File: src/design/rmq_pkg.sv
// Shared types and constants for the rotation matrix to quaternion pipeline.
// Depends on nothing; used by every cell and by the top level.
package rmq_pkg;

    localparam int FRAC_BITS = 14;
    localparam int SQRT_CELLS = 16;
    localparam int DIV_CELLS = 16;

    typedef enum logic [1:0] {
        BR_TRACE = 2'd0,
        BR_X     = 2'd1,
        BR_Y     = 2'd2,
        BR_Z     = 2'd3
    } t_br;

    typedef struct packed {
        logic signed [15:0] m00;
        logic signed [15:0] m01;
        logic signed [15:0] m02;
        logic signed [15:0] m10;
        logic signed [15:0] m11;
        logic signed [15:0] m12;
        logic signed [15:0] m20;
        logic signed [15:0] m21;
        logic signed [15:0] m22;
    } t_req;

    typedef struct packed {
        logic signed [15:0] quat_real;
        logic signed [15:0] quat_x;
        logic signed [15:0] quat_y;
        logic signed [15:0] quat_z;
        logic               not_rotation;
    } t_rsp;

    typedef struct packed {
        logic             bad;
        t_br              br;
        logic [31:0]      v;
        logic [31:0]      res;
        logic [2:0][16:0] num;
        logic [15:0]      root;
        logic [2:0][31:0] rem;
        logic [2:0][15:0] quo;
        logic [2:0]       ovf;
    } t_tok;

endpackage

File: src/design/rmq_div_prep.sv
// Division setup stage: latches the root, forms dividends, flags overflow.
// Depends on rmq_pkg.
module rmq_div_prep import rmq_pkg::*; (
    input  logic i_clk,
    input  logic i_rst_n,
    input  logic i_adv,
    input  logic i_vld,
    input  t_tok i_tok,
    output logic o_vld,
    output t_tok o_tok
);

    logic        r_vld;
    t_tok        r_tok;
    t_tok        n_tok;
    logic [15:0] w_root;
    logic [16:0] w_dsr;
    logic [2:0][16:0] w_mag;
    logic [2:0][31:0] w_dvd;

    always_comb begin
        n_tok = i_tok;
        w_root = i_tok.res[15:0];
        w_dsr = {w_root, 1'b0};
        n_tok.root = w_root;
        for (int i = 0; i < 3; i++) begin
            w_mag[i] = i_tok.num[i][16] ? 17'(-i_tok.num[i]) : i_tok.num[i];
            w_dvd[i] = {1'b0, w_mag[i], FRAC_BITS'(0)} + 32'(w_root);
            n_tok.rem[i] = w_dvd[i];
            n_tok.quo[i] = 16'd0;
            n_tok.ovf[i] = {1'b0, w_dvd[i]} >= {w_dsr, 16'd0};
        end
    end

    always_ff @(posedge i_clk) begin
        if (!i_rst_n) begin
            r_vld <= 1'b0;
        end else if (i_adv) begin
            r_vld <= i_vld;
        end
        if (i_adv) begin
            r_tok <= n_tok;
        end
    end

    assign o_vld = r_vld;
    assign o_tok = r_tok;

endmodule

File: config.mk
export PLATFORM = sky130hd
export DESIGN_NAME = rmq_div_prep
export DESIGN_NICKNAME = d
export VERILOG_FILES = /design/src/design/rmq_pkg.sv /design/src/design/rmq_div_prep.sv
export SDC_FILE = /design/constraint.sdc
export NUM_CORES = 1
export LEC_CHECK = 0
export BUFFER_PORTS_ARGS = -buffer_cell sky130_fd_sc_hd__buf_2
export CORE_AREA = 2 2 219 221
export CTS_BUF_LIST = sky130_fd_sc_hd__clkbuf_16
export CTS_CLUSTER_DIAMETER = 80
export DETAILED_ROUTE_END_ITERATION = 10
export DIE_AREA = 0 0 221 223
export GPL_TIMING_DRIVEN = 0
export PLACE_DENSITY = 0.52
export SLEW_MARGIN = 20
export SYNTH_ARGS = -nofsm -noshare
export SYNTH_HDL_FRONTEND = slang
export SYNTH_SLANG_ARGS = --single-unit
File: constraint.sdc
create_clock -name i_clk -period 7.9 [get_ports i_clk]
set_clock_uncertainty 0.15 [all_clocks]
set_input_delay 2.37 -clock i_clk [delete_from_list [all_inputs] [get_ports i_clk]]
set_output_delay 2.37 -clock i_clk [all_outputs]
set_load 0.01 [all_outputs]
# ---- Word level (Yosys, flattened, before mapping)
# Cells that the tools add are included.
# Widths: inputs -> output; s select.
dict set report word_totals {
  reg_bits 234
  input_bits 285
  output_inout_bits 282
}
dict set report classes {
  n_addsub 6
  order_cmp 3
  n_mux 3
}
# cell count
set op_table {}
lappend op_table {{$ge 32x33->1} 3}
lappend op_table {{$add 31x16->32} 3}
lappend op_table {{$mux 17} 3}
lappend op_table {{$neg 17->17} 3}

# ---- Depth between registers and ports, before layout
dict set report logic_depth {
  word_depth 4
  ltp_mapped 19
  depth_no_buf 19
}

# ---- Worst setup path after synthesis
# OpenSTA, ideal clock, no wires.
dict set report synth_timing {
  path_kind {input -> register}
  start {in i_tok[179] in the netlist's numbering}
  end {reg r_tok (netlist bit o_tok[0]), data pin}
  setup_time_ps 263
  t_arrival_ps 5789
  required_ps 7487
  path_slack_ps 1698
  stages 16
  path_cell_list {clkbuf_1 clkbuf_1 o21ai_0 ha_1 a21oi_1 or4_1 nor3_1 nand4_1 xor2_1 ha_1 nand2_1 nor4_1 a2111oi_0 o21ai_0 nor4bb_1 nor4_1}
}
# element line
set synth_lines {}
lappend synth_lines {{start, declared} rmq_div_prep.sv:8} ;# input t_tok i_tok,
lappend synth_lines {{end signal, assigned} rmq_div_prep.sv:42} ;# r_tok <= n_tok;
lappend synth_lines {{end, declared} rmq_div_prep.sv:14} ;# t_tok r_tok;

==> flow_metrics.py <==
metrics = {
    "clock_tree": {
        "cts_setup_buffers": 0,
        "root_buffer": "clkbuf_16",
        "ctsResizeCount": 0,
        "clk_pin_slew_worst_paths_ns": 0.07,
        "cts_tree": "done",
        "clockBufferDepth": 2,
        "cts_max_level": 4,
        "cts_num_sinks": 176,
        "cts_hold_buf": 0,
        "cts_buffers": 17,
        "clock_latency_ns": 0.47,
    },
    "finish": {
        "n_fill_cell": 4975,
        "nets": 1566,
        "fin_area_um2": 13100,
        "post-route-util": 0.278,
        "drive_gt1_frac": 0.419,
        "layoutNonFillerInstCount": 1853,
        "areaGrowthSynthToFinish_pct": 34.9,
    },
    "pwr": {
        "pwr-share-comb": 0.212,
        "swShare": 0.295,
        "power.total_mw": 2.59,
        "p_int_mw": 1.83,
        "cellPowerDensity_nw_per_um2": 198,
        "p_leak_nw": 5.56,
        "p_switching_mw": 0.766,
        "seqPwrFrac": 0.446,
        "clkPwrFrac": 0.343,
        "vdd_drop_max_v": 0.000142,
    },
    "synthesis": {
        "yosys-top-cells-area": "edfxtp_1 (54%), buf_4 (8.2%), ha_1 (6.9%)",
        "synth.avg_cell_area_um2": 12.2,
        "synth_seq_area_share": 0.542,
        "synth.cell_area_um2": 9720,
        "ys_ff_latch": 176,
        "synth_cell_types": 73,
        "synthFlopType": "edfxtp_1",
        "syn-instance-count": 796,
        "synth_commonest_cells": "edfxtp_1 (175), buf_4 (106), ha_1 (54)",
        "synth_top_area_share": 0.540,
        "netlist.top_cell.by_area": "edfxtp_1",
        "synth-edff-count": 175,
        "async_flop_share": 0,
        "synth.yosys.warnings": 0,
        "yosys.cell_count.top_type": "edfxtp_1",
    },
    "drt": {
        "wl_per_cell_um": 18.4,
        "final_antenna_net_count": 0,
        "wirelength_mm": 34.1,
        "vias_per_cell": 4.13,
        "drc": 0,
        "dr.pass1.iters": 4,
        "vias": 7654,
        "drt_first_iter_violations": 361,
    },
    "min_path": {
        "hold_class": "reg2reg",
        "hold-path-cell-count": 2,
    },
    "floorplanning": {
        "dieHeight_um": 223,
        "core_um2": 47100,
        "die_width_um": 221,
        "dieArea_um2": 49300,
        "start_util": 0.206,
        "row_count": 80,
        "pin_count": 567,
    },
    "worst_setup_path": {
        "crit_path_start_kind": "input pin",
        "critPathMaxFanout": 10,
        "cp.required_ns": 7.96,
        "critPathArrivalTime_ns": 6.73,
        "end_kind": "flip-flop",
        "crit_type": "in2reg",
        "rr_worst_depth": 2,
    },
    "placed_design": {
        "gp_congestion": 0.819,
        "io_buffers": 355,
        "placed_area_um2": 12500,
        "hpwl_mm": 27.2,
        "place_inst": 1820,
    },
    "global_routing": {
        "busiest_layer": "met2",
        "grt_remaining_overflow": 0,
        "use_met3": 0.0591,
        "grt_use_met2": 0.231,
        "grt_max_degree": 99,
        "antenna_found_initial": 4,
        "grtUsageMet1": 0.160,
        "track_usage": 0.138,
        "grt_pass1_wl_mm": 48.9,
        "grt_pass1_vias": 7500,
    },
    "timing": {
        "fmax_ghz": 0.150,
        "setup_violations": 0,
        "rsz0062_at_grt": "false",
        "fin_tns_setup_ns": 0,
        "worstMarginPinSlew_ns": 0.837,
        "slew_violations": 0,
        "slew_headroom": 0.437,
        "period_needed_ns": 6.67,
        "fin_crit_sh": 0.845,
        "hold_viol": 0,
    },
    "run": {
        "max-cap-violations": 0,
    },
    "run_status": {
        "status": "completed",
    },
}
[power by group through the flow]
stage | Clock [mW] | Sequential [mW] | Combinational (mW)
finish | 0.889 | 1.16 | 0.549
floorplan | 0 | 1.22 | 0.248
detailed placement | 0 | 1.18 | 0.558
global route | 0.960 | 1.17 | 0.608
CTS | 0.932 | 1.16 | 0.561
global placement | 0 | 1.18 | 0.551
[final cells by class]
class / count / area, um2 / area share
clock buffers: 17 / 425 / 0.0324
flip-flops and latches: 176 / 5280 / 0.402
clock inverters: 15 / 173 / 0.0132
well taps: 615 / 769 / 0.0587
plain buffers: 125 / 877 / 0.0669
diodes: 1 / 2.50 / 0.000191
repair buffers: 356 / 1810 / 0.138
multi-input cells: 515 / 3650 / 0.279
inverters: 33 / 124 / 0.00945
[flip-flops by register name, summed over array words and instances, names as in the netlist]
name	flops
o_tok	175
o_vld	1
[worst paths after layout]
check	endpoint	slack, ns	start
min reg2reg	o_vld	0.38	o_vld
min	o_vld	0.38	o_vld
max reg2reg	o_vld	7.15	o_vld
max	o_tok[0]	1.23	i_tok[179]
[cells in the final DEF, fill, tap and decap left out, types with 5 or more instances in the layout]
cell / instances
inv_1: 33
or2_2: 6
o21a_1: 9
clkbuf_1: 14
o31ai_1: 14
nor2b_1: 16
xnor2_1: 50
o21ai_0: 25
a31oi_1: 5
edfxtp_1: 175
buf_4: 106
inv_6: 5
nor2_1: 39
nand4_1: 7
xor2_1: 28
or3_1: 9
nor4_1: 9
clkbuf_16: 17
or4_1: 9
conb_1: 54
a21oi_1: 18
nand4b_1: 6
a21o_1: 8
ha_1: 54
buf_2: 356
nor3_1: 14
nand2b_1: 6
nand3_1: 12
nand2_1: 40
[routing by layer]
layer	wire [um]	share of wire
met5	23	0.00068
met1	14200	0.42
met2	16400	0.48
met3	2980	0.087
met4	490	0.014
[per-stage QoR]
step | worst slack [ns] | hold WS, ns
after global routing | 0.769 | 0.410
final | 1.23 | 0.383
after global placement | 0.848 | 0.344
after floorplan | 1.70 | 0.388
after CTS | 1.24 | 0.388
after detailed placement | 0.706 | 0.369
[kinds of logic (layout without fill, tap and decap cells)]
logic type / count (synthesis) / in the layout / synth area share
simple gates: 202 / 202 / 0.117
mux: 3 / 3 / 0.00322
xor+xnor: 78 / 78 / 0.0703
other cells: 1 / 55 / 0.000386
flops: 176 / 176 / 0.542
compound gates: 121 / 121 / 0.0879
buf+inv: 158 / 546 / 0.103
fa+ha+maj: 57 / 57 / 0.0757
[worst max-delay path, stage by stage]
cell and delay, ns:
buf_2 0.11, clkbuf_1 0.33, clkbuf_1 0.37, o21ai_0 0.23, ha_1 0.33, a21oi_1 0.07
or4_1 0.57, nor3_1 0.43, nand3_1 0.16, xnor2_1 0.32, ha_1 0.31, nand2_1 0.09
nor4_1 0.06, a2111oi_0 0.36, o21ai_0 0.20, nor4bb_1 0.32, nor4_1 0.10
Note: power is estimated with default switching activity, not from simulation.
