`config.mk`:
```
export PLATFORM = sky130hd
export DESIGN_NAME = rmq_div_cell
export DESIGN_NICKNAME = d
export VERILOG_FILES = /design/src/design/rmq_pkg.sv /design/src/design/rmq_div_cell.sv
export SDC_FILE = /design/constraint.sdc
export NUM_CORES = 1
export LEC_CHECK = 0
export BUFFER_PORTS_ARGS = -buffer_cell sky130_fd_sc_hd__clkbuf_2
export CAP_MARGIN = 20
export CORE_AREA = 2 2 221 223
export CTS_CLUSTER_SIZE = 40
export DETAILED_ROUTE_END_ITERATION = 8
export DIE_AREA = 0 0 223 225
export GPL_TIMING_DRIVEN = 0
export PLACE_DENSITY = 0.6
export SYNTH_ARGS = -nofsm -noshare
export SYNTH_HDL_FRONTEND = slang
export SYNTH_SLANG_ARGS = --single-unit
```
`constraint.sdc`:
```
create_clock -name i_clk -period 4.95 [get_ports i_clk]
set_input_delay 0.495 -clock i_clk [delete_from_list [all_inputs] [get_ports i_clk]]
set_output_delay 0.495 -clock i_clk [all_outputs]
set_load 0.02 [all_outputs]
```
`src/design/rmq_pkg.sv`:
```
// Shared types and constants for the rotation matrix to quaternion pipeline.
// Depends on nothing; used by every cell and by the top level.
package rmq_pkg;

    localparam int FRAC_BITS = 14;
    localparam int SQRT_CELLS = 16;
    localparam int DIV_CELLS = 16;

    typedef enum logic [1:0] {
        BR_TRACE = 2'd0,
        BR_X     = 2'd1,
        BR_Y     = 2'd2,
        BR_Z     = 2'd3
    } t_br;

    typedef struct packed {
        logic signed [15:0] m00;
        logic signed [15:0] m01;
        logic signed [15:0] m02;
        logic signed [15:0] m10;
        logic signed [15:0] m11;
        logic signed [15:0] m12;
        logic signed [15:0] m20;
        logic signed [15:0] m21;
        logic signed [15:0] m22;
    } t_req;

    typedef struct packed {
        logic signed [15:0] quat_real;
        logic signed [15:0] quat_x;
        logic signed [15:0] quat_y;
        logic signed [15:0] quat_z;
        logic               not_rotation;
    } t_rsp;

    typedef struct packed {
        logic             bad;
        t_br              br;
        logic [31:0]      v;
        logic [31:0]      res;
        logic [2:0][16:0] num;
        logic [15:0]      root;
        logic [2:0][31:0] rem;
        logic [2:0][15:0] quo;
        logic [2:0]       ovf;
    } t_tok;

endpackage

```
`src/design/rmq_div_cell.sv`:
```
// One restoring division cell: settles one quotient bit of all three lanes.
// Depends on rmq_pkg.
module rmq_div_cell import rmq_pkg::*; (
    input  logic       i_clk,
    input  logic       i_rst_n,
    input  logic       i_adv,
    input  logic [3:0] i_sh,
    input  logic       i_vld,
    input  t_tok       i_tok,
    output logic       o_vld,
    output t_tok       o_tok
);

    logic        r_vld;
    t_tok        r_tok;
    t_tok        n_tok;
    logic [32:0] w_d;

    always_comb begin
        n_tok = i_tok;
        w_d = 33'({i_tok.root, 1'b0}) << i_sh;
        for (int i = 0; i < 3; i++) begin
            if (!i_tok.ovf[i] && ({1'b0, i_tok.rem[i]} >= w_d)) begin
                n_tok.rem[i] = i_tok.rem[i] - w_d[31:0];
                n_tok.quo[i][i_sh] = 1'b1;
            end
        end
    end

    always_ff @(posedge i_clk) begin
        if (!i_rst_n) begin
            r_vld <= 1'b0;
        end else if (i_adv) begin
            r_vld <= i_vld;
        end
        if (i_adv) begin
            r_tok <= n_tok;
        end
    end

    assign o_vld = r_vld;
    assign o_tok = r_tok;

endmodule

```
# --- Word level (Yosys, flattened, before mapping) ---
# Index checks and enable logic that the tools add are counted.
op_classes:
  order_cmp: 5
  shifts: 1
  n_bitwise: 3
  reduce_logical: 7
  muxes: 8
  add_sub_neg: 3
ops:
  columns: ["operator", "n"]
  rows:
  - ["$ge 32x33->1", 3]
  - ["$mux 32", 3]
  - ["$sub 32x32->32", 3]
  - ["$mux 16", 3]
  - ["$or 16x16->16", 3]
  - ["$shl 17x4->33", 1]
  - ["$lt 4x5->1 const B", 1]
  - ["$demux 1 s4", 1]
  - ["$ge 4x1->1 const B", 1]
  - ["$logic_and 1x1->1", 4]
  - ["$logic_not 1->1", 3]
  - ["$mux 1", 1]
totals:
  output_inout_bits: 282
  in_bits: 289
  reg_bits: 282
  elab_cells: 43

# --- Longest topological paths before layout ---
depth:
  ltp_word: 6
  mapped_depth: 20
  depth_no_buf: 16

# --- Worst setup path before layout ---
# No wires, ideal clock.
synth_timing:
  kind: "input to register"
  startpoint: "input i_sh[1]"
  endpoint: "register r_tok (netlist bit o_tok[61]), data pin"
  setup_slack_ns: -0.254
  path_stages: 18
  required_time_ns: 4.688
  n_path_buf: 4
  setup_time_ns: 0.262
  arrival_ns: 4.942
  path_cell_list: "buf_1 clkbuf_1 mux2i_1 mux2i_1 mux2_2 o21ai_0 ha_1 a21o_1 a21o_1 a221oi_1 a2111oi_2 a2111oi_2 o21ai_4 a41oi_2 o21a_1 buf_6 buf_8 mux2_1"
synth_rtl:
  columns: ["item", "line", "text"]
  rows:
  - ["start: declaration", "rmq_div_cell.sv:7", "input logic [3:0] i_sh,"]
  - ["end signal: assignment", "rmq_div_cell.sv:37", "r_tok <= n_tok;"]
  - ["end: declaration", "rmq_div_cell.sv:15", "t_tok r_tok;"]

==> results.py <==
metrics = {
    "clock_tree": {
        "cts_root_buffer": "clkbuf_16",
        "cts_max_path_buffers": 3,
        "cts_tree": "done",
        "clk_pin_slew_ps": 60,
        "clock_sinks": 282,
        "htreeDepth": 2,
        "worstSkewPairLatency_ps": 540,
        "hold_buffers": 0,
        "cts_buffers": 36,
    },
    "synthesis": {
        "syn_area_per_cell_sq_um": 12.0,
        "yosysTopAreaCell": "edfxtp_1",
        "netlist_instances": 1317,
        "syn_area_sq_um": 15800,
        "yosys.area.top_type_share_pct": 53.3,
        "async_flop_share_pct": 0,
        "ys_warn_count": 0,
        "synth_edf_count": 281,
        "synth_seq_cells": 282,
        "ys_types": 71,
        "syn-num-nets": 1702,
        "ys_seq_area_share_pct": 53.4,
        "synth_area_leaders": "edfxtp_1 53%, ha_1 7.6%, mux2_2 4.2%, a21oi_1 3.2%, xnor2_1 2.7%",
        "synth_ff_type": "edfxtp_1",
    },
    "floorplan": {
        "die-area_sq_um": 50200,
        "pin_count": 571,
        "coreArea_sq_um": 47500,
        "num_rows": 80,
        "dieWidth_um": 223,
        "initial_core_util_pct": 33.3,
        "fp.dieH_um": 225,
    },
    "cells_and_area": {
        "syn_to_final_growth_pct": 32.7,
        "final_nets": 2321,
        "final_cell_mix": "575 x clkbuf_2, 281 x edfxtp_1, 98 x a21oi_1, 93 x ha_1, 81 x nand2_1",
        "fill_cells": 4471,
        "drive_gt1_share_pct": 40.7,
        "layout_commonest_cell": "clkbuf_2",
        "fin_util_pct": 44.2,
    },
    "global_route": {
        "grt_pass1_vias": 13700,
        "antenna_found_initial": 7,
        "grt_overflow": 0,
        "grt_pass1_wl_um": 93000,
        "grt_use_total_pct": 25.6,
        "grt_max_degree": 114,
    },
    "worst_setup_path": {
        "r2r_cells": 2,
        "cp_max_fo": 10,
        "cp.arrival_ps": 5120,
        "crit_buf_inv": 6,
        "worstPathCellList": "clkbuf_2, buf_6, buf_6, mux2i_2, mux2i_1, mux2i_1, nor2_2, a31oi_4, buf_4, ha_1, and4_1, and3_1, a21boi_1, o21a_1, o31ai_4, a21oi_2, o21ai_2, o21a_1, buf_4, buf_2, o41ai_2",
        "crit_slowest_cell": "o41ai_2",
        "r2r-end": "o_vld",
        "worstPathRequired_ps": 5270,
        "worst-setup-path-type": "in -> reg",
        "cp_top_family": "compound AO/OA/AOI/OAI gates",
        "rr_startpoint": "o_vld",
        "critPathCaptureType": "flip-flop",
        "start_kind": "input port",
        "cpPeakStageDelay_ps": 470,
        "worst-r2r-setup-slack_ps": 4310,
    },
    "placed_design": {
        "port-buffer-count": 570,
        "place.gp.congestion": 0.924,
        "dp_hpwl_um": 54500,
    },
    "status": {
        "status": "complete, no violations",
    },
    "sta": {
        "maxSlewHeadroom_pct": 44.8,
        "setup_viol": 0,
        "hold_violations": 0,
        "finalCriticalPeriod_ps": 4810,
        "skew_ps": 0,
        "tightest_slew_ps": 828,
        "post-route-period-util_pct": 97.1,
        "whs_ps": 123,
        "drv_slew": 0,
        "timing.fmax_ghz": 0.208,
    },
    "route": {
        "routed-via-count": 13800,
        "drc": 0,
        "wl_per_cell_um": 26.0,
        "drt_first_pass_iters": 5,
        "wl_um": 67100,
        "drt_iter0_markers": 918,
        "drtAntennaViolNets": 0,
        "viasPerCell": 5.33,
    },
    "power_and_ir_drop": {
        "finalPower_w": 0.00776,
        "ir_worst_vdd_v": 0.000228,
        "power.leakage_nw": 9.00,
        "p_per_area_nw_per_um2": 369,
    },
    "worst_hold_path": {
        "hold_end": "o_tok[271]",
        "hold_start": "i_tok[271]",
        "whs_path_depth": 1,
        "min_path_type": "in -> reg",
    },
    "flow_run": {
        "max_cap_violations": 0,
    },
}
## cell usage after synthesis, drive strengths merged (6+ instances only)
cell type	instances
a211oi	11
a21boi	6
a21o	41
a21oi	102
a22oi	6
a31o	14
a31oi	9
and3	17
buf	19
clkbuf	30
edfxtp	281
ha	96
inv	33
mux2	69
mux2i	27
nand2	82
nand2b	14
nand3	28
nand4	14
nor2	71
nor2b	22
nor3	17
o211ai	11
o21a	14
o21ai	54
o21bai	49
o31ai	11
or2	12
xnor2	49
xor2	24
## cells by family after synthesis
| group | after synthesis | share of synthesized area [%] |
|---|---|---|
| buffers and inverters | 82 | 2.23 |
| multiplexers | 99 | 7.04 |
| adder cells (fa/ha/maj) | 96 | 7.58 |
| flip-flops | 282 | 53.4 |
| AND/OR/NAND/NOR | 313 | 9.88 |
| AO/OA/AOI/OAI | 372 | 15.8 |
| XOR/XNOR | 73 | 4.04 |
## worst max path at each step
| stage | start | end | slack [ps] | cells after the start |
|---|---|---|---|---|
| after detailed placement | i_sh[0] | o_tok[69] | -2050 | 19 |
| after CTS | i_sh[1] | o_tok[69] | 6 | 22 |
| after global placement | i_sh[0] | o_tok[70] | -1980 | 19 |
| after floorplan | i_sh[1] | o_tok[61] | 50 | 18 |
| after global routing | i_sh[1] | o_tok[69] | -6 | 20 |
| final | i_sh[1] | o_tok[107] | 140 | 21 |
## repair_timing
item	4_1_cts	5_1_grt
pin swaps	7	5
setup buffers	6	7
gates resized for setup	62	31
endpoints found under the setup margin	141	111
## worst register-to-register path, stage by stage (launching register included)
cell and delay, ps:
dfxtp_1 370, mux2i_1 90, nor2b_1 120
## layout make-up
class,count,area [sq um],share of cell area [%]
diodes,6,15.0,0.0714
plain buffers,45,270,1.29
clock buffers,41,920,4.37
clock inverters,24,185,0.881
inverters,33,124,0.589
multi-input cells,953,7270,34.6
flip-flops and latches,282,8460,40.2
well taps,615,769,3.66
repair buffers,585,3010,14.3
## flip-flops by register name, summed over array words and instances, names as in the netlist
register,flops
o_vld,1
o_tok,281
## routing by layer
metal | part of all wire, % | track usage (%) | vias to the layer above
met2 | 48 | 43.9 | 550
li1 | - | - | 6332
met3 | 7.0 | 6.17 | 74
met1 | 42 | 32.6 | 6803
met5 | 0.040 | 0 | -
met4 | 2.3 | 6.26 | 4
## stage by stage
step,instance area [sq um],worst slack (ps),cells,setup TNS [ps]
after detailed placement,19500,-2050,2504,-241550
after floorplan,15800,45.1,1317,0
after CTS,20900,5.70,2574,0
final,21000,145,2584,0
after global placement,19500,-1980,2502,-588220
after global routing,21000,-5.77,2579,-7.15
## where the power goes
group	internal [W]	total (W)	switching, W	leakage [nW]
Sequential	0.00292	0.00300	0.0000776	2.76
Combinational	0.000839	0.00225	0.00141	5.69
Clock	0.00145	0.00251	0.00106	0.547
Power figures use the tool's default switching activity.
