File: config.mk
export PLATFORM = sky130hd
export DESIGN_NAME = rmq_sqrt_cell
export DESIGN_NICKNAME = d
export VERILOG_FILES = /design/src/design/rmq_pkg.sv /design/src/design/rmq_sqrt_cell.sv
export SDC_FILE = /design/constraint.sdc
export NUM_CORES = 1
export LEC_CHECK = 0
export BUFFER_PORTS_ARGS = -buffer_cell sky130_fd_sc_hd__buf_2
export CAP_MARGIN = 10
export CORE_AREA = 3 3 223 225
export CTS_CLUSTER_DIAMETER = 120
export CTS_CLUSTER_SIZE = 20
export DETAILED_ROUTE_END_ITERATION = 8
export DIE_AREA = 0 0 226 228
export PLACE_DENSITY = 0.48
export SYNTH_ARGS = -nofsm -noshare
export SYNTH_HDL_FRONTEND = slang
export SYNTH_SLANG_ARGS = --single-unit
File: constraint.sdc
create_clock -name i_clk -period 7.15 [get_ports i_clk]
set_input_delay 0.3575 -clock i_clk [delete_from_list [all_inputs] [get_ports i_clk]]
set_output_delay 0.3575 -clock i_clk [all_outputs]
set_load 0.02 [all_outputs]
File: src/design/rmq_pkg.sv
// Shared types and constants for the rotation matrix to quaternion pipeline.
// Depends on nothing; used by every cell and by the top level.
package rmq_pkg;

    localparam int FRAC_BITS = 14;
    localparam int SQRT_CELLS = 16;
    localparam int DIV_CELLS = 16;

    typedef enum logic [1:0] {
        BR_TRACE = 2'd0,
        BR_X     = 2'd1,
        BR_Y     = 2'd2,
        BR_Z     = 2'd3
    } t_br;

    typedef struct packed {
        logic signed [15:0] m00;
        logic signed [15:0] m01;
        logic signed [15:0] m02;
        logic signed [15:0] m10;
        logic signed [15:0] m11;
        logic signed [15:0] m12;
        logic signed [15:0] m20;
        logic signed [15:0] m21;
        logic signed [15:0] m22;
    } t_req;

    typedef struct packed {
        logic signed [15:0] quat_real;
        logic signed [15:0] quat_x;
        logic signed [15:0] quat_y;
        logic signed [15:0] quat_z;
        logic               not_rotation;
    } t_rsp;

    typedef struct packed {
        logic             bad;
        t_br              br;
        logic [31:0]      v;
        logic [31:0]      res;
        logic [2:0][16:0] num;
        logic [15:0]      root;
        logic [2:0][31:0] rem;
        logic [2:0][15:0] quo;
        logic [2:0]       ovf;
    } t_tok;

endpackage

File: src/design/rmq_sqrt_cell.sv
// One digit cell of the square root chain: settles one root bit per cycle while i_adv is high.
// Depends on rmq_pkg.
module rmq_sqrt_cell import rmq_pkg::*; (
    input  logic       i_clk,
    input  logic       i_rst_n,
    input  logic       i_adv,
    input  logic [3:0] i_step,
    input  logic       i_vld,
    input  t_tok       i_tok,
    output logic       o_vld,
    output t_tok       o_tok
);

    logic        r_vld;
    t_tok        r_tok;
    t_tok        n_tok;
    logic [31:0] w_bit;
    logic [31:0] w_sum;

    always_comb begin
        n_tok = i_tok;
        w_bit = 32'd1 << (6'd30 - {1'b0, i_step, 1'b0});
        w_sum = i_tok.res + w_bit;
        if (i_tok.v >= w_sum) begin
            n_tok.v   = i_tok.v - w_sum;
            n_tok.res = (i_tok.res >> 1) + w_bit;
        end else begin
            n_tok.res = i_tok.res >> 1;
        end
    end

    always_ff @(posedge i_clk) begin
        if (!i_rst_n) begin
            r_vld <= 1'b0;
        end else if (i_adv) begin
            r_vld <= i_vld;
        end
        if (i_adv) begin
            r_tok <= n_tok;
        end
    end

    assign o_vld = r_vld;
    assign o_tok = r_tok;

endmodule

# == After elaboration in Yosys (flattened, before gate mapping) ==
# Cells that the tools add are included.
# totals
register_bits,282
elab_cells,25
# op_classes
add_sub_neg,4
order_cmp,1
n_shift,1
mux,2
# ops
cell,count
31-bit by 32-bit adder with 32-bit output,1
32-bit adder,1
32-bit greater-or-equal comparator,1
32-bit two-way mux,1
1-bit by 6-bit << shifter with 32-bit output (first input constant),1
32-bit subtractor,1
31-bit two-way mux,1
5-bit by 5-bit subtractor with 6-bit output (first input constant),1

# == Logic depth before layout (Yosys ltp) ==
# Gate-level depths: netlist of run 1.
# logic_depth
depth_word,5
depth_mapped,26
ltp_nobuf,23

# == Least setup slack after synthesis of run 1 ==
# Ideal clock, no wire load.
# synth_timing
path_kind,in2reg
start,input i_step[3]
end,"register r_tok, in the netlist o_tok[247], data pin"
setup_time_ps,260
arrival_time_ps,4777
required_time_ps,6890
path_slack_ps,2113
stages,23
cell_sequence,buf_2 nand2_1 nor3_1 ha_1 a31oi_1 and2_1 a2111oi_4 o21a_2 a21oi_2 nor2_1 nor2_1 o21bai_1 xnor2_1 ha_1 a21oi_1 o211ai_1 a21oi_1 nand4_1 o21ai_1 nand3_1 o21ai_1 clkbuf_1 mux2_2
# synth_rtl
item,line_no,source
from (decl),rmq_sqrt_cell.sv:7,"input logic [3:0] i_step,"
to (signal assigned),rmq_sqrt_cell.sv:39,r_tok <= n_tok;
to (decl),rmq_sqrt_cell.sv:15,t_tok r_tok;

==> qor.yml, run 1 <==
status:
  status: "completed"
final_layout:
  post-route-util_pct: 40.36
  fill_cells: 4653
  drive_gt1_share_pct: 35.29
  fin_nets: 2101
  layout.cells.non_filler: 2386
  regArea_um2: 8458
  areaGrowthSynthToFinish_pct: 48.77
  multi_input_area_um2: 4332
logic_synthesis:
  synth_top_area_share_pct: 65.15
  netlist.top_cell.by_area: "edfxtp_1"
  synth_commonest_cells: "edfxtp_1 (281), nand2_1 (108), ha_1 (62)"
  syn-num-nets: 1316
  netlist_instances: 964
  synth_most_common_cell: "edfxtp_1"
  synth-edff-count: 281
  async_flop_share_pct: 0
  avgSynthCellArea_um2: 13.44
  synth_flop_cell: "edfxtp_1"
  ys_ff_latch: 282
  yosys_warnings: 0
  yosysSeqAreaShare_pct: 65.30
  synthTopCellsByArea: "edfxtp_1 (65%), ha_1 (6.0%), nand2_1 (3.1%)"
  synthesis.area_um2: 12950
  synth.distinct_cells: 69
min_path:
  hold_depth: 1
  hold_start: "i_tok[48]"
  min_to: "o_tok[48]$_DFFE_PP_"
  hold_path.class: "in -> reg"
floorplanning:
  initial_core_util_pct: 27.13
  dieHeight_um: 228
  dieWidth_um: 226
  core-area_um2: 47750
  dieArea_um2: 51530
  io-pin-count: 571
  rows: 80
timing:
  grt_setup_unrepaired: "false"
  holdWs_ns: 0.04766
  finClkSkew_ns: 0
  setup_viol_count_final: 0
  fin_tns_setup_ns: 0
  fmax_mhz: 183.3
  finalHoldViolCount: 0
  min_period_over_period_pct: 76.32
  timing.slew.headroom_pct: 40.54
  slew_viol_final: 0
  tightest_slew_ns: 0.8918
  min_period_ns: 5.457
place:
  place.gp.congestion: 0.8588
  placedCellCount: 2129
  io_buffers: 570
  dp_hpwl_um: 43660
power:
  power_mw: 4.164
  clkPwrFrac_pct: 26.8
  p_comb_share_pct: 24.3
  seqPwrFrac_pct: 48.9
  intPower_mw: 2.878
  leakage_nw: 8.060
  switchingPower_mw: 1.286
  peakVddDrop_v: 0.0001375
  power.density_nw_per_um2: 216.1
  swShare_pct: 30.88
detailed_routing:
  antenna_left: 0
  routed_via_density: 4.631
  wl_um: 55680
  avgRoutedWirePerCell_um: 23.34
  drtPass1Iterations: 4
  drc_errors: 0
  num_vias: 11050
  drt-initial-drc-count: 738
clocking:
  path_clk_slew_ns: 0.08
  clock_latency_ns: 0.54
  h-tree-depth: 1
  cts_sinks: 282
  clockBufferDepth: 3
  ctsResizeCount: 0
  cts_buffers: 19
  post_cts_buffers: 0
  cts_tree: "yes"
  clock-root-buffer: "clkbuf_16"
grt:
  grt_pass1_wl_um: 78790
  grt_start_max_net_pins: 120
  use_met1_pct: 23.54
  busiest_layer: "met2"
  grt_pass1_vias: 11380
  antenna_found_initial: 20
  track_usage_pct: 20.77
  met2_usage_pct: 37.35
  grt-ovfl-total: 0
  globalRouteMet3Util_pct: 4.680
critical_path:
  worstSetupPathType: "in -> reg"
  r2r_setup_slack_ns: 6.51
  cp_max_fo: 27
  cp-start-kind: "input pin"
  rr_startpoint: "o_vld$_SDFFE_PN0P_"
  critical_path_arrival_ns: 5.74
  reg2reg_depth: 2
  required_ns: 7.44
  r2r_end: "o_vld$_SDFFE_PN0P_"
  cp-end-kind: "register"
job:
  drv_cap: 0
-- logic make-up (layout without fill, tap and decap cells) --
| family | count (synthesis) | count (layout) | share of synthesized area, % |
|---|---|---|---|
| XOR/XNOR | 85 | 85 | 5.806 |
| adder cells (fa/ha/maj) | 66 | 66 | 6.395 |
| flip-flops | 282 | 282 | 65.30 |
| buffers and inverters | 41 | 834 | 1.343 |
| AND/OR/NAND/NOR | 254 | 254 | 9.129 |
| multiplexers | 4 | 4 | 0.3381 |
| AO/OA/AOI/OAI | 232 | 232 | 11.69 |
| other | 0 | 14 | 0 |
-- critical path, stage by stage --
cell and delay, ns:
buf_2 0.19, nand2_1 0.13, nor3_1 0.34, ha_1 0.35, a31oi_1 0.44, and2_1 0.24
a2111oi_4 0.07, o21a_2 0.27, a21oi_2 0.28, nor2_1 0.08, nor2_1 0.17, o21bai_1 0.10
xnor2_1 0.13, ha_1 0.35, a21oi_1 0.29, o211ai_1 0.14, a21oi_1 0.23, nand4_1 0.12
o21ai_1 0.20, nand3_1 0.15, o21ai_4 0.32, buf_4 0.39, mux2_2 0.36
-- through the flow --
stage / cell area, um^2 / worst slack, ns
after floorplan: 12950 / 2.113
after global placement: 16540 / 1.267
after detailed placement: 16540 / 1.179
after CTS: 19230 / 1.745
after global routing: 19260 / 1.340
final: 19270 / 1.693
-- power groups by stage --
stage | combinational [mW] | clock (mW) | sequential (mW)
2_1_floorplan | 0.298 | 0 | 2.27
3_3_place_gp | 0.918 | 0 | 2.07
3_5_place_dp | 0.919 | 0 | 2.07
4_1_cts | 1.03 | 1.18 | 2.04
5_1_grt | 1.09 | 1.23 | 2.05
6_report | 1.01 | 1.12 | 2.03
-- area by class of cell --
class                           instances  share of cell area [%]
Tap cell                              615                   3.993
Sequential cell                       282                   43.89
Inverter                               16                  0.3117
Multi-Input combinational cell        641                   22.48
Antenna cell                           14                  0.1818
Clock inverter                          5                  0.2792
Timing Repair Buffer                  789                   26.30
Clock buffer                           24                   2.565
-- registers in the layout (all words and copies together), names as in the netlist --
signal,flops
o_tok,281
o_vld,1
-- what timing repair did --
item | in CTS | in global routing
hold endpoints to repair | 214 | 0
setup endpoints to repair | 0 | 0
hold buffers | 214 | 0
-- placed cells by master, fill, tap and decap left out, types with 19 or more instances in the layout --
| cell type | instances |
|---|---|
| a21oi_1 | 48 |
| a31oi_1 | 21 |
| buf_2 | 569 |
| clkbuf_16 | 19 |
| dlygate4sd3_1 | 214 |
| edfxtp_1 | 281 |
| ha_1 | 62 |
| nand2_1 | 108 |
| nor2_1 | 54 |
| o21ai_0 | 36 |
| o21ai_1 | 41 |
| xnor2_1 | 40 |
| xor2_1 | 44 |
-- routing by layer --
metal / wire, um / up-vias
met2: 27870 / 388
li1: - / 5229
met5: 69 / -
met3: 3532 / 83
met4: 2672 / 10
met1: 21530 / 5340
-- how the worst max path moves through the flow --
stage,slack (ns),end,from
after floorplan,2.11,o_tok[247]$_DFFE_PP_,i_step[3]
final,1.69,o_tok[247]$_DFFE_PP_,i_step[3]
after global routing,1.34,o_tok[247]$_DFFE_PP_,i_step[2]
after detailed placement,1.18,o_tok[247]$_DFFE_PP_,i_step[2]
after global placement,1.27,o_tok[247]$_DFFE_PP_,i_step[3]
after CTS,1.74,o_tok[247]$_DFFE_PP_,i_step[2]
(Power assumes the default switching activity.)
==> inputs of run 2 (changes only) <==
--- a/config.mk
+++ b/config.mk
@@ -7,12 +7,12 @@
 export LEC_CHECK = 0
 export BUFFER_PORTS_ARGS = -buffer_cell sky130_fd_sc_hd__buf_2
 export CAP_MARGIN = 10
-export CORE_AREA = 3 3 223 225
+export CORE_AREA = 3 3 218 220
 export CTS_CLUSTER_DIAMETER = 120
 export CTS_CLUSTER_SIZE = 20
 export DETAILED_ROUTE_END_ITERATION = 8
-export DIE_AREA = 0 0 226 228
-export PLACE_DENSITY = 0.48
+export DIE_AREA = 0 0 221 223
+export PLACE_DENSITY = 0.52
 export SYNTH_ARGS = -nofsm -noshare
 export SYNTH_HDL_FRONTEND = slang
 export SYNTH_SLANG_ARGS = --single-unit
==> constraint.sdc (replaced) <==
create_clock -name i_clk -period 4.7 [get_ports i_clk]
set_input_delay 0.235 -clock i_clk [delete_from_list [all_inputs] [get_ports i_clk]]
set_output_delay 0.235 -clock i_clk [all_outputs]
set_load 0.02 [all_outputs]
==> qor.yml, run 2 (synthesized netlist as in run 1, its figures left out) <==
critical_path:
  cp-end-kind: "register"
  cp-startpoint: "i_step[0]"
  critical_path_arrival_ns: 4.57  # -1.17 ns
  rr_startpoint: "o_vld$_SDFFE_PN0P_"
  required_ns: 4.97  # -2.47 ns
  cp-start-kind: "input pin"
  r2r_setup_slack_ns: 3.50  # -3.01 ns
  critPathBufInv: 4  # +2
  cpMostUsedCell: "ha_1"
  worstSetupPathType: "in -> reg"
  crit_family: "compound AO/OA/AOI/OAI gates"
  cpMaxStageDelayCell: "mux2_1"
  cp_max_fo: 23  # -15%
  cpPeakStageDelay_ns: 0.33  # -0.11 ns
timing:
  grt_setup_unrepaired: "false"
  timing.slew.headroom_pct: 42.15  # +1.6 points
  fin_tns_setup_ns: 0  # unchanged
  tightest_slew_ns: 0.8678  # -0.02407 ns
  slew_viol_final: 0  # unchanged
  setup_viol_count_final: 0  # unchanged
  finalWorstSetupSlack_ns: 0.3931  # -1.300 ns
  finalHoldViolCount: 0  # unchanged
  fmax_mhz: 232.2
  min_period_over_period_pct: 91.64
  holdWs_ns: 0.03197  # -0.01570 ns
  min_period_ns: 4.307
  finClkSkew_ns: 0  # unchanged
clocking:
  h-tree-depth: 1  # unchanged
  path_clk_slew_ns: 0.08  # about the same
  cts_buffers: 18  # -1
  clockBufferDepth: 3  # unchanged
  clock-root-buffer: "clkbuf_16"
  cts_sinks: 282  # unchanged
  clock_latency_ns: 0.54  # about the same
  cts_tree: "yes"
grt:
  grt_pass1_vias: 11680  # +2.6%
  antenna_found_initial: 21  # +5.0%
  grt_pass1_wl_um: 81830  # +3.9%
  grt-ovfl-total: 0  # unchanged
  grt_start_max_net_pins: 108  # -10%
  track_usage_pct: 22.38  # +1.6 points
detailed_routing:
  antenna_left: 0  # unchanged
  num_vias: 11520  # +4.3%
  routed_via_density: 4.661  # +0.65%
  wl_um: 57710  # +3.6%
  drt-initial-drc-count: 772  # +4.6%
  drc_errors: 0  # unchanged
  avgRoutedWirePerCell_um: 23.34  # about the same
  drtPass1Iterations: 5  # +1
final_layout:
  largest_register_ffs: 281  # unchanged
  areaGrowthSynthToFinish_pct: 55.11
  final_common_cell: "buf_2"
  drive_gt1_share_pct: 38.10  # +2.8 points
  fin_nets: 2205  # +5.0%
  layout_common_cells: "buf_2 (569), edfxtp_1 (281), dlygate4sd3_1 (228)"
  stdcell_area_um2: 20090  # +4.3%
  post-route-util_pct: 44.18  # +3.8 points
power:
  peakVddDrop_v: 0.0003064  # +120%
  leakage_nw: 8.566  # +6.3%
  power.density_nw_per_um2: 317.9  # +47%
place:
  place.gp.congestion: 0.9002  # +4.8%
  place_area_um2: 17270  # +4.4%
  dp_slack_ns: -0.1930  # -1.372 ns
  io_buffers: 570  # unchanged
  dp_hpwl_um: 45860  # +5.1%
floorplanning:
  dieHeight_um: 223  # -2.2%
  initial_core_util_pct: 28.48  # +1.4 points
  io-pin-count: 571  # unchanged
  rows: 78  # -2.5%
  core-area_um2: 45480  # -4.7%
  dieArea_um2: 49280  # -4.4%
  dieWidth_um: 221  # -2.2%
min_path:
  hold_start: "i_tok[246]"
  hold_path.class: "in -> reg"
job:
  drv_cap: 0  # unchanged
status:
  status: "completed"
## run 2: changes by cell type in the layout (fill, tap and decap cells not counted), sizes merged
| cell | previous run | this run |
|---|---|---|
| dlygate4sd3 | 214 | 228 |
| diode | 14 | 11 |
| inv | 20 | 18 |
| buf | 575 | 666 |
| clkinvlp | 1 | 0 |
| clkbuf | 24 | 25 |
| clkinv | 0 | 1 |
## run 2: worst paths after layout
kind	to	cells after the start
max reg2reg	o_vld$_SDFFE_PN0P_	3
max	o_tok[215]$_DFFE_PP_	25
min reg2reg	o_vld$_SDFFE_PN0P_	3
min	o_tok[246]$_DFFE_PP_	3
## run 2: worst min-delay path, delay by kind of cell
family                 cells  cell delay [ns]
AOI/OAI and AO/OA          1             0.06
and+or+nand+nor            1             0.04
buffers and inverters      1             0.10
## run 2: power breakdown
group | internal [mW] | switching, mW
clock | 0.728 | 0.889
combinational | 0.673 | 0.990
sequential | 3.03 | 0.0727
## run 2: area by class of cell
cell class,count,area [um^2]
inverter,16,60.06
timing repair buffer,894,5941
multi-input combinational,641,4338
clock buffer,25,476.7
antenna,11,27.53
fill,4298,25390
clock inverter,3,38.79
tap,600,750.7
sequential,282,8458
## run 2: layer usage
metal / vias to the layer above / GRT usage [%] / share of wire, % / routed length (um)
met5: - / 0 / 0.19 / 110
met4: 16 / 6.980 / 3.3 / 1931
met3: 91 / 5.671 / 6.3 / 3622
met2: 445 / 39.40 / 50 / 28960
met1: 5540 / 26.93 / 40 / 23080
li1: 5431 / - / - / -
## run 2: repair_timing
action                    4_1_cts  5_1_grt
resized for setup               0        0
hold buffers                  228        0
hold endpoints to repair      227        0
setup buffers                   0        0
## run 2: through the flow
stage / total power, mW / std cells
6_report: 6.387 / 2472
5_1_grt: 6.666 / 2470
4_1_cts: 6.477 / 2461
3_5_place_dp: 4.660 / 2205
3_3_place_gp: 4.660 / 2205
2_1_floorplan: 3.907 / 964
==> inputs of run 3 (changes only) <==
--- a/config.mk
+++ b/config.mk
@@ -7,12 +7,12 @@
 export LEC_CHECK = 0
 export BUFFER_PORTS_ARGS = -buffer_cell sky130_fd_sc_hd__buf_2
 export CAP_MARGIN = 10
-export CORE_AREA = 3 3 218 220
+export CORE_AREA = 3 3 223 225
 export CTS_CLUSTER_DIAMETER = 120
 export CTS_CLUSTER_SIZE = 20
 export DETAILED_ROUTE_END_ITERATION = 8
-export DIE_AREA = 0 0 221 223
-export PLACE_DENSITY = 0.52
+export DIE_AREA = 0 0 226 228
+export PLACE_DENSITY = 0.48
 export SYNTH_ARGS = -nofsm -noshare
 export SYNTH_HDL_FRONTEND = slang
 export SYNTH_SLANG_ARGS = --single-unit
==> constraint.sdc (replaced) <==
create_clock -name i_clk -period 5.4 [get_ports i_clk]
set_input_delay 0.27 -clock i_clk [delete_from_list [all_inputs] [get_ports i_clk]]
set_output_delay 0.27 -clock i_clk [all_outputs]
set_load 0.02 [all_outputs]
==> qor.yml, run 3 (synthesized netlist as in run 1, its figures left out) <==
final_layout:
  fill_cells: 4648  # +8.1%
  layout_common_cells: "buf_2 (569), edfxtp_1 (281), dlygate4sd3_1 (219)"
  areaGrowthSynthToFinish_pct: 49.19
  multi_input_area_um2: 4332  # -0.14%
  final_common_cell: "buf_2"
  fin_nets: 2108  # -4.4%
  largest_register_ffs: 281  # unchanged
  regArea_um2: 8458  # unchanged
  drive_gt1_share_pct: 35.11  # -3.0 points
floorplanning:
  dieArea_um2: 51530  # +4.6%
  dieWidth_um: 226  # +2.3%
  dieHeight_um: 228  # +2.2%
  io-pin-count: 571  # unchanged
  rows: 80  # +2.6%
  initial_core_util_pct: 27.13  # -1.4 points
  core-area_um2: 47750  # +5.0%
detailed_routing:
  routed_via_density: 4.602  # -1.3%
  wl_met1_um: 21120  # -8.5%
  drtPass1Iterations: 5  # unchanged
  dr_wl_met3_um: 3589  # -0.91%
  drt-initial-drc-count: 547  # -29%
  antenna_left: 0  # unchanged
  num_vias: 11010  # -4.5%
  drc_errors: 0  # unchanged
  top_layer: "met5"
  avgRoutedWirePerCell_um: 23.13  # -0.92%
  wl_um: 55320  # -4.1%
  routed-wl-met2_um: 27050  # -6.6%
clocking:
  ctsResizeCount: 0  # unchanged
  clock_latency_ns: 0.53  # about the same
  post_cts_buffers: 0  # unchanged
  cts_tree: "yes"
  cts_buffers: 18  # unchanged
  h-tree-depth: 1  # unchanged
  clock-root-buffer: "clkbuf_16"
  clockBufferDepth: 3  # unchanged
  cts_sinks: 282  # unchanged
  path_clk_slew_ns: 0.09  # about the same
  cts.hold.buffers_added: 219  # -3.9%
timing:
  setup_viol_count_final: 0  # unchanged
  timing.slew.headroom_pct: 39.21  # -2.9 points
  min_period_ns: 4.805
  fin_tns_setup_ns: 0  # unchanged
  tightest_slew_ns: 0.9119  # +0.04410 ns
  slew_viol_final: 0  # unchanged
  min_period_over_period_pct: 88.98
  fmax_mhz: 208.1
  finalHoldViolCount: 0  # unchanged
  finClkSkew_ns: 0  # unchanged
  grt_setup_unrepaired: "false"
  holdWs_ns: 0.04176  # +0.009792 ns
power:
  peakVddDrop_v: 0.0001564  # -49%
  power.density_nw_per_um2: 282.8  # -11%
  power_mw: 5.465  # -14%
  leakage_nw: 8.085  # -5.6%
critical_path:
  endpoint: "o_tok[215]$_DFFE_PP_"
  required_ns: 5.68  # +0.71 ns
  cp-startpoint: "i_step[3]"
  cp-end-kind: "register"
  critical_path_arrival_ns: 5.08  # +0.51 ns
  worstSetupPathType: "in -> reg"
  cp_max_fo: 54  # +130%
  r2r_setup_slack_ns: 4.24  # +0.74 ns
  reg2reg_depth: 3  # unchanged
  r2r_end: "o_vld$_SDFFE_PN0P_"
  rr_startpoint: "o_vld$_SDFFE_PN0P_"
  cp-start-kind: "input pin"
grt:
  track_usage_pct: 20.72  # -1.7 points
  grt_start_max_net_pins: 123  # +14%
  grt_pass1_vias: 11510  # -1.4%
  antenna_found_initial: 21  # unchanged
  grt_pass1_wl_um: 78200  # -4.4%
  grt-ovfl-total: 0  # unchanged
place:
  io_buffers: 570  # unchanged
  place.gp.congestion: 0.8938  # -0.71%
  dp_hpwl_um: 43870  # -4.3%
job:
  drv_cap: 0  # unchanged
min_path:
  hold_path.class: "in -> reg"
  hold_start: "i_tok[270]"
status:
  status: "completed"
-- run 3: cell count changes in the layout (fill, tap and decap cells not counted), sizes merged --
cell,change
inv,-2
clkinvlp,+1
buf,-88
clkinv,+1
clkbuf,+2
dlygate4sd3,-9
-- run 3: layout make-up --
class                   instances  share of cell area [%]
clock inverters                 3                  0.2072
flip-flops and latches        282                   43.77
diodes                         11                  0.1425
clock buffers                  27                   2.506
inverters                      16                  0.3108
multi-input cells             641                   22.42
repair buffers                797                   26.66
well taps                     615                   3.982
-- run 3: critical path, cell delays in order --
cell and delay [ns]:
buf_2 0.19, nand2_1 0.13, nor3_1 0.37, ha_1 0.36, a31oi_1 0.22, and2_1 0.20, a2111oi_4 0.07, o21a_2 0.25
a21oi_2 0.27, o21ai_4 0.13, a41oi_4 0.28, o21ai_1 0.12, xnor2_1 0.14, ha_1 0.34, a21o_1 0.19, a2111oi_0 0.54
nand3_1 0.22, o21ai_4 0.14, buf_12 0.25, mux2_1 0.35
-- run 3: how the worst min path moves through the flow --
stage                           endpoint  cells after the start
floorplan             o_tok[0]$_DFFE_PP_                      0
global placement    o_tok[163]$_DFFE_PP_                      1
detailed placement  o_tok[135]$_DFFE_PP_                      1
CTS                 o_tok[261]$_DFFE_PP_                      3
global route        o_tok[267]$_DFFE_PP_                      3
finish              o_tok[270]$_DFFE_PP_                      3
-- run 3: layer usage --
layer	GRT usage, %	up-vias
met1	23.11	5244
met4	10.80	16
li1	-	5249
met3	5.271	107
met5	0	-
met2	36.23	393
-- run 3: through the flow --
step                util [%]  worst slack (ns)  cells  area, um^2
finish                 40.47            0.5950   2392       19320
global route           40.45            0.2395   2387       19310
CTS                    40.41            0.6132   2381       19300
floorplan                  -            0.4507    964       12950
global placement       34.72            0.1440   2132       16580
detailed placement     34.72           0.05336   2132       16580
-- run 3: power by group --
group / switching (mW) / internal [mW]
Sequential: 0.0554 / 2.64
Combinational: 0.839 / 0.509
Clock: 0.783 / 0.637
